[config.mk]
export PLATFORM = sky130hd
export DESIGN_NAME = bounded_set_table_unit_flat
export DESIGN_NICKNAME = d
export VERILOG_FILES = /design/src/design/bst_pkg.sv /design/src/design/bst_req_if.sv /design/src/design/bst_rsp_if.sv /design/src/design/bst_ram.sv /design/src/design/bst_rem.sv /design/src/design/bounded_set_table_unit.sv /design/src/flat_wrapper.sv
export SDC_FILE = /design/constraint.sdc
export NUM_CORES = 1
export LEC_CHECK = 0
export ABC_AREA = 1
export BUFFER_PORTS_ARGS = -buffer_cell sky130_fd_sc_hd__buf_2
export CORE_ASPECT_RATIO = 0.75
export CORE_MARGIN = 3
export CORE_UTILIZATION = 43
export DETAILED_ROUTE_END_ITERATION = 6
export GPL_ROUTABILITY_DRIVEN = 1
export PLACE_DENSITY = 0.71
export SYNTH_ARGS = -nofsm -noshare
export SYNTH_HDL_FRONTEND = slang
export SYNTH_HIERARCHICAL = 1
export SYNTH_SLANG_ARGS = --single-unit
[constraint.sdc]
create_clock -name clk -period 3.75 [get_ports clk]
set_input_delay 1.125 -clock clk [delete_from_list [all_inputs] [get_ports clk]]
set_output_delay 1.125 -clock clk [all_outputs]
set_load 0.005 [all_outputs]
[src/design/bst_pkg.sv]
// Shared constants and codes for the bounded set table.
package bst_pkg;

	localparam int DEPTH    = 16;
	localparam int IDX_W    = (DEPTH > 1) ? $clog2(DEPTH) : 1;
	localparam int CNT_W    = 5;
	localparam int VAL_W    = 32;
	localparam int POS_W    = 16;
	localparam int TYPE_W   = 2;
	localparam int STATUS_W = 3;

	localparam logic [CNT_W-1:0] CAP_RESET = CNT_W'(16);

	localparam logic [TYPE_W-1:0] REQ_ADD    = 2'd0;
	localparam logic [TYPE_W-1:0] REQ_REMOVE = 2'd1;
	localparam logic [TYPE_W-1:0] REQ_EXISTS = 2'd2;
	localparam logic [TYPE_W-1:0] REQ_GET    = 2'd3;

	localparam logic [STATUS_W-1:0] ST_OK      = 3'd0;
	localparam logic [STATUS_W-1:0] ST_PRESENT = 3'd1;
	localparam logic [STATUS_W-1:0] ST_FULL    = 3'd2;
	localparam logic [STATUS_W-1:0] ST_ABSENT  = 3'd3;
	localparam logic [STATUS_W-1:0] ST_EMPTY   = 3'd4;

endpackage

[src/design/bst_req_if.sv]
// Request channel interface of the bounded set table.
interface bst_req_if;
	logic                               valid;
	logic                               ready;
	logic [bst_pkg::TYPE_W-1:0]         req_type;
	logic signed [bst_pkg::VAL_W-1:0]   value;
	logic [bst_pkg::POS_W-1:0]          position;

	modport source (output valid, output req_type, output value, output position,
		input ready);
	modport sink (input valid, input req_type, input value, input position,
		output ready);
endinterface

[src/design/bst_rsp_if.sv]
// Response channel interface of the bounded set table.
interface bst_rsp_if;
	logic                               valid;
	logic                               ready;
	logic [bst_pkg::STATUS_W-1:0]       status;
	logic                               found;
	logic signed [bst_pkg::VAL_W-1:0]   item;
	logic [bst_pkg::CNT_W-1:0]          count;

	modport source (output valid, output status, output found, output item,
		output count, input ready);
	modport sink (input valid, input status, input found, input item,
		input count, output ready);
endinterface

[src/design/bst_ram.sv]
// Generic single-write, single-read RAM with registered read data.
module bst_ram #(
	parameter int WIDTH = 32,
	parameter int DEPTH = 16
) (
	input  logic                                          clk,
	input  logic                                          we,
	input  logic [((DEPTH > 1) ? $clog2(DEPTH) : 1)-1:0]  waddr,
	input  logic [WIDTH-1:0]                              wdata,
	input  logic                                          re,
	input  logic [((DEPTH > 1) ? $clog2(DEPTH) : 1)-1:0]  raddr,
	output logic [WIDTH-1:0]                              rdata
);
	logic [WIDTH-1:0] mem_q [DEPTH];
	logic [WIDTH-1:0] rdata_q;

	always_ff @(posedge clk) begin
		if (we) begin
			mem_q[waddr] <= wdata;
		end
		if (re) begin
			rdata_q <= mem_q[raddr];
		end
	end

	assign rdata = rdata_q;
endmodule

[src/design/bst_rem.sv]
// Bit-serial remainder unit: one dividend bit per cycle.
module bst_rem (
	input  logic                        clk,
	input  logic                        arst_n,
	input  logic                        start,
	input  logic [bst_pkg::POS_W-1:0]   dividend,
	input  logic [bst_pkg::CNT_W-1:0]   divisor,
	output logic                        done,
	output logic [bst_pkg::CNT_W-1:0]   rem
);
	localparam int STEP_W = (bst_pkg::POS_W > 1) ? $clog2(bst_pkg::POS_W) : 1;

	logic                        busy_q;
	logic                        done_q;
	logic [STEP_W-1:0]           step_q;
	logic [bst_pkg::POS_W-1:0]   dvd_q;
	logic [bst_pkg::CNT_W-1:0]   dsr_q;
	logic [bst_pkg::CNT_W-1:0]   rem_q;
	logic [bst_pkg::CNT_W:0]     trial;
	logic [bst_pkg::CNT_W-1:0]   rem_next;

	always_comb begin
		trial = {rem_q, dvd_q[bst_pkg::POS_W-1]};
		if (trial >= {1'b0, dsr_q}) begin
			rem_next = bst_pkg::CNT_W'(trial - {1'b0, dsr_q});
		end else begin
			rem_next = trial[bst_pkg::CNT_W-1:0];
		end
	end

	always_ff @(posedge clk or negedge arst_n) begin
		if (!arst_n) begin
			busy_q <= 1'b0;
			done_q <= 1'b0;
			step_q <= '0;
			dvd_q  <= '0;
			dsr_q  <= '0;
			rem_q  <= '0;
		end else begin
			done_q <= 1'b0;
			if (start) begin
				busy_q <= 1'b1;
				step_q <= '0;
				dvd_q  <= dividend;
				dsr_q  <= divisor;
				rem_q  <= '0;
			end else if (busy_q) begin
				rem_q  <= rem_next;
				dvd_q  <= {dvd_q[bst_pkg::POS_W-2:0], 1'b0};
				step_q <= step_q + STEP_W'(1);
				if (step_q == STEP_W'(bst_pkg::POS_W - 1)) begin
					busy_q <= 1'b0;
					done_q <= 1'b1;
				end
			end
		end
	end

	assign done = done_q;
	assign rem  = rem_q;
endmodule

[src/design/bounded_set_table_unit.sv]
// Top level of the bounded set table: sequencer, entry RAM and remainder unit.
//
// Requests arrive on the req channel (valid/ready) and each produces exactly one
// response on the rsp channel (valid/ready) carrying status, found, item and count.
// The capacity register is written with cfg_we and cfg_wdata, and the user must
// write it only while the block is idle; the block itself does not enforce this.
// Add, remove and exists requests scan the stored entries through the single read
// port of the entry RAM, one entry per cycle; a match ends the scan, and with no
// match every entry below the count is read. A remove that hits then shifts the
// later entries down, one per cycle, through the same port. A get request runs a
// bit-serial remainder of position by the count, then one RAM read at the
// remainder; a get on an empty set answers with the empty status without the
// remainder. One request is in work at a time; req.ready is high whenever the
// sequencer is idle, so the next request can be taken in the cycle after the
// previous response is loaded. The finished response sits in an output register;
// if the receiver stalls with a response pending, the next finished response waits
// in the sequencer and no request is taken meanwhile. Reset clears the count to
// zero and the capacity to 16; the entry RAM is not cleared, since only entries
// below the count are ever read.
module bounded_set_table_unit (
	input  logic                        clk,
	input  logic                        arst_n,
	input  logic                        cfg_we,
	input  logic [bst_pkg::CNT_W-1:0]   cfg_wdata,
	bst_req_if.sink                     req,
	bst_rsp_if.source                   rsp
);
	localparam logic [2:0] S_IDLE  = 3'd0;
	localparam logic [2:0] S_SCAN  = 3'd1;
	localparam logic [2:0] S_SHIFT = 3'd2;
	localparam logic [2:0] S_MOD   = 3'd3;
	localparam logic [2:0] S_GETRD = 3'd4;
	localparam logic [2:0] S_DONE  = 3'd5;

	localparam int IW = bst_pkg::IDX_W;
	localparam int CW = bst_pkg::CNT_W;

	logic [2:0]                         state_q;
	logic [bst_pkg::TYPE_W-1:0]         type_q;
	logic [bst_pkg::VAL_W-1:0]          value_q;
	logic [CW-1:0]                      count_q;
	logic [CW-1:0]                      cap_q;
	logic [CW-1:0]                      addr_q;
	logic                               vld_s1;
	logic [IW-1:0]                      idx_s1;
	logic [bst_pkg::STATUS_W-1:0]       res_status_q;
	logic                               res_found_q;
	logic [bst_pkg::VAL_W-1:0]          res_item_q;
	logic                               out_valid_q;
	logic [bst_pkg::STATUS_W-1:0]       out_status_q;
	logic                               out_found_q;
	logic [bst_pkg::VAL_W-1:0]          out_item_q;
	logic [CW-1:0]                      out_count_q;

	logic                               accept;
	logic                               out_load;
	logic [CW-1:0]                      limit;
	logic                               hit;
	logic                               more;
	logic                               ram_we;
	logic [IW-1:0]                      ram_waddr;
	logic [bst_pkg::VAL_W-1:0]          ram_wdata;
	logic                               ram_re;
	logic [IW-1:0]                      ram_raddr;
	logic [bst_pkg::VAL_W-1:0]          ram_rdata;
	logic                               rem_start;
	logic                               rem_done;
	logic [CW-1:0]                      rem_val;

	assign req.ready = (state_q == S_IDLE);
	assign accept    = req.valid && req.ready;
	assign out_load  = (state_q == S_DONE) && (!out_valid_q || rsp.ready);
	assign limit     = (cap_q < CW'(bst_pkg::DEPTH)) ? cap_q : CW'(bst_pkg::DEPTH);
	assign hit       = vld_s1 && (ram_rdata == value_q);
	assign more      = (addr_q < count_q);
	assign rem_start = accept && (req.req_type == bst_pkg::REQ_GET) && (count_q != '0);

	always_comb begin
		ram_we    = 1'b0;
		ram_waddr = count_q[IW-1:0];
		ram_wdata = value_q;
		ram_re    = 1'b0;
		ram_raddr = addr_q[IW-1:0];
		case (state_q)
			S_SCAN: begin
				ram_re = more && !hit;
				if (!vld_s1 && !more && type_q == bst_pkg::REQ_ADD && count_q < limit) begin
					ram_we = 1'b1;
				end
			end
			S_SHIFT: begin
				ram_re    = more;
				ram_we    = vld_s1;
				ram_waddr = idx_s1 - IW'(1);
				ram_wdata = ram_rdata;
			end
			S_MOD: begin
				ram_re    = rem_done;
				ram_raddr = rem_val[IW-1:0];
			end
			default: begin
			end
		endcase
	end

	bst_ram #(
		.WIDTH (bst_pkg::VAL_W),
		.DEPTH (bst_pkg::DEPTH)
	) u_ram (
		.clk   (clk),
		.we    (ram_we),
		.waddr (ram_waddr),
		.wdata (ram_wdata),
		.re    (ram_re),
		.raddr (ram_raddr),
		.rdata (ram_rdata)
	);

	bst_rem u_rem (
		.clk      (clk),
		.arst_n   (arst_n),
		.start    (rem_start),
		.dividend (req.position),
		.divisor  (count_q),
		.done     (rem_done),
		.rem      (rem_val)
	);

	always_ff @(posedge clk or negedge arst_n) begin
		if (!arst_n) begin
			state_q      <= S_IDLE;
			type_q       <= bst_pkg::REQ_ADD;
			value_q      <= '0;
			count_q      <= '0;
			cap_q        <= bst_pkg::CAP_RESET;
			addr_q       <= '0;
			vld_s1       <= 1'b0;
			idx_s1       <= '0;
			res_status_q <= bst_pkg::ST_OK;
			res_found_q  <= 1'b0;
			res_item_q   <= '0;
			out_valid_q  <= 1'b0;
			out_status_q <= bst_pkg::ST_OK;
			out_found_q  <= 1'b0;
			out_item_q   <= '0;
			out_count_q  <= '0;
		end else begin
			if (cfg_we) begin
				cap_q <= cfg_wdata;
			end
			if (out_load) begin
				out_valid_q  <= 1'b1;
				out_status_q <= res_status_q;
				out_found_q  <= res_found_q;
				out_item_q   <= res_item_q;
				out_count_q  <= count_q;
			end else if (rsp.ready) begin
				out_valid_q <= 1'b0;
			end
			case (state_q)
				S_IDLE: begin
					if (accept) begin
						type_q       <= req.req_type;
						value_q      <= req.value;
						addr_q       <= '0;
						vld_s1       <= 1'b0;
						res_status_q <= (req.req_type == bst_pkg::REQ_GET && count_q == '0) ?
							bst_pkg::ST_EMPTY : bst_pkg::ST_OK;
						res_found_q  <= 1'b0;
						res_item_q   <= '0;
						if (req.req_type == bst_pkg::REQ_GET) begin
							if (count_q == '0) begin
								state_q <= S_DONE;
							end else begin
								state_q <= S_MOD;
							end
						end else begin
							state_q <= S_SCAN;
						end
					end
				end
				S_SCAN: begin
					vld_s1 <= ram_re;
					idx_s1 <= addr_q[IW-1:0];
					if (ram_re) begin
						addr_q <= addr_q + CW'(1);
					end
					if (hit) begin
						case (type_q)
							bst_pkg::REQ_ADD: begin
								res_status_q <= bst_pkg::ST_PRESENT;
								state_q      <= S_DONE;
							end
							bst_pkg::REQ_REMOVE: begin
								addr_q  <= CW'(idx_s1) + CW'(1);
								state_q <= S_SHIFT;
							end
							default: begin
								res_found_q <= 1'b1;
								state_q     <= S_DONE;
							end
						endcase
					end else if (!vld_s1 && !more) begin
						state_q <= S_DONE;
						case (type_q)
							bst_pkg::REQ_ADD: begin
								if (count_q < limit) begin
									count_q <= count_q + CW'(1);
								end else begin
									res_status_q <= bst_pkg::ST_FULL;
								end
							end
							bst_pkg::REQ_REMOVE: begin
								res_status_q <= bst_pkg::ST_ABSENT;
							end
							default: begin
							end
						endcase
					end
				end
				S_SHIFT: begin
					vld_s1 <= ram_re;
					idx_s1 <= addr_q[IW-1:0];
					if (ram_re) begin
						addr_q <= addr_q + CW'(1);
					end
					if (!vld_s1 && !more) begin
						count_q <= count_q - CW'(1);
						state_q <= S_DONE;
					end
				end
				S_MOD: begin
					if (rem_done) begin
						state_q <= S_GETRD;
					end
				end
				S_GETRD: begin
					res_item_q <= ram_rdata;
					state_q    <= S_DONE;
				end
				S_DONE: begin
					if (out_load) begin
						state_q <= S_IDLE;
					end
				end
				default: begin
					state_q <= S_IDLE;
				end
			endcase
		end
	end

	assign rsp.valid  = out_valid_q;
	assign rsp.status = out_status_q;
	assign rsp.found  = out_found_q;
	assign rsp.item   = out_item_q;
	assign rsp.count  = out_count_q;

	// The count never grows past the depth of the entry RAM.
	a_count_bound: assert property (@(posedge clk) disable iff (!arst_n)
		count_q <= CW'(bst_pkg::DEPTH))
		else $error("entry count exceeds depth");

	// The count moves by at most one per request.
	a_count_step: assert property (@(posedge clk) disable iff (!arst_n)
		!$stable(count_q) |->
			(count_q == $past(count_q) + CW'(1)) || (count_q + CW'(1) == $past(count_q)))
		else $error("entry count jumped");

	// Entries are written only while scanning or shifting.
	a_write_state: assert property (@(posedge clk) disable iff (!arst_n)
		ram_we |-> (state_q == S_SCAN || state_q == S_SHIFT))
		else $error("entry write outside scan or shift");

	// A new response is loaded only when the output register is free or being drained.
	a_no_overrun: assert property (@(posedge clk) disable iff (!arst_n)
		(state_q == S_DONE && out_valid_q && !rsp.ready) |=> out_valid_q && state_q == S_DONE)
		else $error("response overwritten while stalled");
endmodule

[src/flat_wrapper.sv]
// flat-port wrapper written by rule: the top's interface ports become plain ports
module bounded_set_table_unit_flat 
  (clk, arst_n, cfg_we, cfg_wdata, req_valid, req_req_type, req_value, req_position, req_ready, rsp_valid, rsp_status, rsp_found, rsp_item, rsp_count, rsp_ready);
  bst_req_if req_i ();
  bst_rsp_if rsp_i ();
  input  logic clk;
  input  logic arst_n;
  input  logic cfg_we;
  input  logic [bst_pkg::CNT_W-1:0] cfg_wdata;
  input wire logic [$bits(req_i.valid)-1:0] req_valid;
  input wire logic [$bits(req_i.req_type)-1:0] req_req_type;
  input wire logic [$bits(req_i.value)-1:0] req_value;
  input wire logic [$bits(req_i.position)-1:0] req_position;
  output wire logic [$bits(req_i.ready)-1:0] req_ready;
  output wire logic [$bits(rsp_i.valid)-1:0] rsp_valid;
  output wire logic [$bits(rsp_i.status)-1:0] rsp_status;
  output wire logic [$bits(rsp_i.found)-1:0] rsp_found;
  output wire logic [$bits(rsp_i.item)-1:0] rsp_item;
  output wire logic [$bits(rsp_i.count)-1:0] rsp_count;
  input wire logic [$bits(rsp_i.ready)-1:0] rsp_ready;
  assign req_i.valid = req_valid;
  assign req_i.req_type = req_req_type;
  assign req_i.value = req_value;
  assign req_i.position = req_position;
  assign req_ready = req_i.ready;
  assign rsp_valid = rsp_i.valid;
  assign rsp_status = rsp_i.status;
  assign rsp_found = rsp_i.found;
  assign rsp_item = rsp_i.item;
  assign rsp_count = rsp_i.count;
  assign rsp_i.ready = rsp_ready;
  bounded_set_table_unit u_core (.clk(clk), .arst_n(arst_n), .cfg_we(cfg_we), .cfg_wdata(cfg_wdata), .req(req_i), .rsp(rsp_i));
endmodule
==> flow_metrics.tcl, run 1 <==
set metrics [dict create \
    status "finished clean" \
    clkSinkCount 711 \
    crit_family "simple AND/OR/NAND/NOR gates" \
    drtIter0Drc 2953 \
    clkLatencyLatePin_ps 640 \
    dp_slack_ps 511 \
    layout-drive-gt1-share_pct 10.8 \
    power_density_nw_per_um2 843 \
    p_leak_nw 15.7 \
    dr_total_vias 22700 \
    cts-root-buf "clkbuf_16" \
    maxSlewHeadroom_pct 15.3 \
    synthFlopType "edfxtp_1" \
    synth_area_um2 32000 \
    cp_slowest_cell "dfrtp_1" \
    grt_max_degree 122 \
    synth_edf_count 544 \
    worst_ep_required_time_ps 4070 \
    min_from "u_core/rsp.item[6]" \
    gp_congestion 0.990 \
    drv_cap 0 \
    yosys-top-cells-area "edfxtp_1 51%, dfrtp_1 13%, nand2_1 12%" \
    drtPass1Iterations 6 \
    grt_pass1_wl_um 127000 \
    pwr-share-seq_pct 38.2 \
    ys_ff_latch 711 \
    critPathKind "register to register" \
    synthArstFlopShare_pct 23.5 \
    synthMostInstantiatedCell "nand2_1" \
    dieArea_um2 77700 \
    path_clk_slew_ps 70 \
    skew_ps 21.9 \
    rows 85 \
    drt-vias-per-instance 5.20 \
    cts_tree "done" \
    pwr-share-comb_pct 41.9 \
    start_util_pct 44.0 \
    path_max_fanout 12 \
    reg2reg_depth 10 \
    arrival_ps 3630 \
    r2r_start "u_core/count_q[2]" \
    tightest_slew_ps 1270 \
    fin_nets 3451 \
    setup_tns_ps 0 \
    syn_inst 3250 \
    critPathBufInv 2 \
    yosysSeqAreaShare_pct 64.2 \
    fin_crit_sh_pct 88.5 \
    fmax_mhz 301 \
    synthToLayoutAreaGrowth_pct 11.8 \
    slowest_delay_ps 470 \
    port_buffers 102 \
    post-route-min-period_ps 3320 \
    antenna_found_initial 2 \
    critPathLaunchType "register" \
    grt-ovfl-total 0 \
    r2r_end "u_core/u_ram/mem_q[10][7]" \
    r2r_slack_ps 430 \
    post_cts_resized 0 \
    cts_inserted_buffers 61 \
    end_kind "register" \
    finalSetupViolCount 0 \
    cts_hold_buf 0 \
    min_path_type "register to register" \
    pin_count 103 \
    whs_ps 483 \
    hpwl_um 53300 \
    htreeDepth 2 \
    ys_types 53 \
    core_area_um2 72700 \
    synth_warnings 6 \
    clk_path_buf_depth 3 \
    finalWorstSetupSlack_ps 431 \
    worstPathCellList "inv_1, ha_1, a21boi_1, nand4_1, nand3_2, nand2_2, o22ai_1, nand3b_1, nor2_4, buf_4" \
    whs_path_depth 2 \
    final_antenna_net_count 0 \
    die_h_um 242 \
    synth_largest_area_cell "edfxtp_1" \
    hold_viol_final 0 \
    switching_share_pct 41.8 \
    synth_commonest_cells "1,009 x nand2_1, 544 x edfxtp_1, 540 x inv_1" \
    fillers 6542 \
    wire_per_inst_um 18.9 \
    drcViolationCount 0 \
    rsz0062_at_grt "false" \
    power_w 0.0301 \
    clkPwrFrac_pct 19.9 \
    yosysTopAreaCellShare_pct 51.1 \
    routed_wl_um 82700 \
    hold_end "u_core/rsp.item[6]" \
    ir_worst_vdd_uv 561 \
    post-cts-setup-buffers 0 \
    grtUsageTotal_pct 21.1 \
    synth_area_per_cell_um2 9.84 \
    grt_pass1_vias 21100 \
    syn_nets 3332 \
    p_sw_w 0.0126 \
    final_util_pct 49.2 \
    die_x_um 321 \
    intPower_w 0.0175 \
    slew_violations 0 \
]
power groups by stage:
| stage | registers, W | clock network, W | logic [W] |
|---|---|---|---|
| floorplan | 0.0115 | 0 | 0.00836 |
| global placement | 0.0116 | 0 | 0.0122 |
| detailed placement | 0.0116 | 0 | 0.0124 |
| CTS | 0.0115 | 0.00611 | 0.0125 |
| global route | 0.0116 | 0.00644 | 0.0139 |
| finish | 0.0115 | 0.00600 | 0.0126 |
cell families after synthesis:
kind of cell / after synthesis / synth area share, %
simple gates: 1575 / 20.9
flops: 711 / 64.2
mux: 7 / 0.246
fa+ha+maj: 22 / 0.908
compound gates: 206 / 3.73
buf+inv: 703 / 9.33
xor+xnor: 26 / 0.712
metal layers:
layer  wire [µm]  up-vias  global-route usage [%]
met5           0        -                       0
met2       35600     1001                    30.7
met4        1680        0                    4.62
met3        8110      110                    4.23
li1            -    10800                       -
met1       37300    10900                    32.5
cells in the final DEF (no fill, tap or decap), types with 3 or more instances in the layout:
master and n:
a21oi_1 14, a21oi_2 3, and2_1 6, buf_12 14
buf_2 101, buf_4 80, clkbuf_1 12, clkbuf_16 62
clkinv_1 13, clkinv_2 10, clkinv_4 4, clkinvlp_4 3
dfrtp_1 166, edfxtp_1 544, ha_1 20, inv_1 539
inv_16 3, inv_2 19, mux2_2 7, nand2_1 1009
nand2_2 7, nand3_1 434, nand3_2 3, nand3b_1 4
nand4_1 20, nor2_1 46, nor2_2 7, nor2_4 22
nor3_1 6, o21ai_0 120, o21ai_1 10, o21ai_4 4
o221ai_1 15, o22ai_1 32, xnor2_1 18, xor2_1 8
worst min-delay path: cells and delay by family (launching register included):
kind            cells  cell delay [ps]
simple gates        1               50
flops               1              340
compound gates      1               60
worst max path at each step:
stage | from | to | slack (ps) | depth (start not counted)
after global routing | u_core/count_q[2] | u_core/u_ram/mem_q[10][5] | 200 | 10
after detailed placement | u_core/count_q[2] | u_core/u_ram/mem_q[10][5] | 510 | 10
after floorplan | u_core/cap_q[4] | u_core/u_ram/mem_q[12][0] | 310 | 8
after global placement | u_core/cap_q[4] | u_core/u_ram/mem_q[10][0] | 600 | 9
after CTS | u_core/count_q[2] | u_core/u_ram/mem_q[10][7] | 480 | 10
final | u_core/count_q[2] | u_core/u_ram/mem_q[10][7] | 430 | 10
stage by stage:
| step | instance area (µm²) | instances |
|---|---|---|
| global placement | 33900 | 4263 |
| finish | 35800 | 4372 |
| detailed placement | 33900 | 4263 |
| global route | 35800 | 4372 |
| floorplan | 32000 | 3250 |
| CTS | 35800 | 4371 |
state kept, by name (all words and copies together) (netlist names), 2 cells and up:
register / count
u_core/cap_q: 5
u_core/type_q: 2
u_core/u_rem/rem: 5
u_core/u_rem/dvd_q: 16
u_core/u_ram/mem_q: 512
u_core/value_q: 32
u_core/rsp.item: 32
u_core/u_ram/rdata: 32
u_core/rsp.count: 5
u_core/state_q: 3
u_core/u_rem/dsr_q: 5
u_core/addr_q: 5
u_core/count_q: 5
u_core/res_status_q: 3
u_core/rsp.status: 3
u_core/idx_s1: 4
u_core/res_item_q: 32
u_core/u_rem/step_q: 4
area by class of cell:
class                           count  area (µm²)  area share (%)
Clock buffer                       76        1620            4.54
Clock inverter                     32         235           0.658
Sequential cell                   711       20500            57.4
Multi-Input combinational cell   1836        8670            24.2
Antenna cell                        1        2.50         0.00700
Inverter                          563        2130            5.94
Tap cell                          957        1200            3.35
Timing Repair Buffer              196        1400            3.91
Note: power is estimated with default switching activity, not from simulation.
==> run 2: changes to the inputs <==
==> constraint.sdc (replaced) <==
create_clock -name clk -period 4.1 [get_ports clk]
set_input_delay 1.23 -clock clk [delete_from_list [all_inputs] [get_ports clk]]
set_output_delay 1.23 -clock clk [all_outputs]
set_load 0.005 [all_outputs]
==> run 2 against run 1 <==
Largest cell class unchanged. Critical path depth unchanged. Die area unchanged. Wire length decreased by 1.9%. Non-clock buffer count fell by 14. Clock power up 7.0%. Worst hold slack improved by 0.60 ps. Clock skew up 4.7 ps. Largest power group unchanged.
==> flow_metrics.tcl, run 2 (synthesized netlist as in run 1, its figures left out) <==
set metrics [dict create \
    clk_path_buf_depth 3 \
    setup_tns_ps 0 \
    grt_pass1_vias 22000 \
    wire_per_inst_um 18.6 \
    antenna_found_initial 5 \
    critPathBufInv 2 \
    critPathLaunchType "register" \
    cts_inserted_buffers 66 \
    slowest_delay_ps 550 \
    fin_crit_sh_pct 81.0 \
    tightest_slew_ps 1230 \
    finalSetupViolCount 0 \
    ir_worst_vdd_uv 697 \
    fin_nets 3442 \
    fillers 6505 \
    p_leak_nw 15.9 \
    worst_ep_required_time_ps 4430 \
    skew_ps 26.6 \
    hpwl_um 52700 \
    path_max_fanout 20 \
    power_density_nw_per_um2 786 \
    top_layer_used "met5" \
    crit_family "simple AND/OR/NAND/NOR gates" \
    dr_total_vias 22800 \
    path_clk_slew_ps 60 \
    clkLatencyLatePin_ps 630 \
    dr_wl_met3_um 7060 \
    drtPass1Iterations 6 \
    cts_hold_buf 0 \
    critPathKind "register to register" \
    grtUsageTotal_pct 20.8 \
    dieArea_um2 77700 \
    start_util_pct 44.0 \
    regMostFlops "u_core/u_ram/mem_q" \
    drcViolationCount 0 \
    grt_max_degree 135 \
    grt_pass1_wl_um 126000 \
    final_util_pct 49.6 \
    die_h_um 242 \
    layout_commonest_cell "nand2_1" \
    drt-vias-per-instance 5.21 \
    worstPathCellList "inv_1, ha_1, a21boi_1, nand4_1, nand3_2, nand2_2, o22ai_1, nand3b_1, nor2_4, buf_12" \
    port_buffers 102 \
    status "finished clean" \
    clkSinkCount 711 \
    drtIter0Drc 2525 \
    multi_input_area_um2 8670 \
    end_kind "register" \
    maxSlewHeadroom_pct 17.8 \
    seqCellArea_um2 20500 \
    rows 85 \
    post-route-min-period_ps 3320 \
    layout-drive-gt1-share_pct 10.8 \
    wl_met1_um 35000 \
    die_x_um 321 \
    hold_viol_final 0 \
    grt-ovfl-total 0 \
    gp_congestion 0.982 \
    fmax_mhz 301 \
    rsz0062_at_grt "false" \
    pin_count 103 \
    htreeDepth 3 \
    post-cts-setup-buffers 0 \
    routed_wl_um 81100 \
    post_cts_resized 0 \
    layout_common_cells "1,009 x nand2_1, 544 x edfxtp_1, 538 x inv_1" \
    largest_reg_flops 512 \
    synthToLayoutAreaGrowth_pct 12.8 \
    min_path_type "register to register" \
    wl_met2_um 36100 \
    final_antenna_net_count 0 \
    cts_tree "done" \
    cp_slowest_cell "nor2_4" \
    core_area_um2 72700 \
    cts-root-buf "clkbuf_16" \
    drv_cap 0 \
    slew_violations 0 \
    arrival_ps 3650 \
]
[run 2: area by class of cell]
class | instances | area share (%)
well taps | 957 | 3.32
clock inverters | 38 | 1.29
multi-input cells | 1836 | 24.0
flip-flops and latches | 711 | 56.9
repair buffers | 182 | 3.65
clock buffers | 82 | 4.96
diodes | 1 | 0.00694
inverters | 563 | 5.89
[run 2: routing by layer]
| metal | global-route usage (%) | vias to the layer above |
|---|---|---|
| met5 | 0 | - |
| met4 | 7.52 | 8 |
| met3 | 4.58 | 171 |
| met2 | 31.4 | 940 |
| met1 | 29.5 | 10900 |
| li1 | - | 10700 |
[run 2: report_power, final]
group          internal (W)  switching, W
Combinational       0.00331       0.00805
Sequential          0.00983      0.000766
Clock               0.00370       0.00272
Total                0.0168        0.0115
[run 2: worst min-delay path: stages (launching register included)]
cell	delay, ps
dfrtp_1	340
nand2_1	50
o21ai_0	50
[run 2: metrics by stage]
step	total power, W	hold WS (ps)	area, µm²	setup WS (ps)	cells
after global placement	0.0217	462	33800	906	4248
after global routing	0.0300	514	36100	580	4370
after CTS	0.0283	485	36100	828	4368
after floorplan	0.0182	446	32000	664	3250
final	0.0284	483	36100	778	4370
after detailed placement	0.0219	469	33800	848	4248
[run 2: final timing paths]
path                                   start                   endpoint  slack, ps  cells after the start
max                        u_core/count_q[2]  u_core/u_ram/mem_q[9][23]        780                     10
min                         u_core/rsp.found           u_core/rsp.found        480                      2
max reg2reg                u_core/count_q[2]  u_core/u_ram/mem_q[9][23]        780                     10
min reg2reg                 u_core/rsp.found           u_core/rsp.found        480                      2
max in group asynchronous             arst_n            u_core/cap_q[4]       2670                      2
min in group asynchronous             arst_n      u_core/u_rem/dvd_q[3]        640                      1
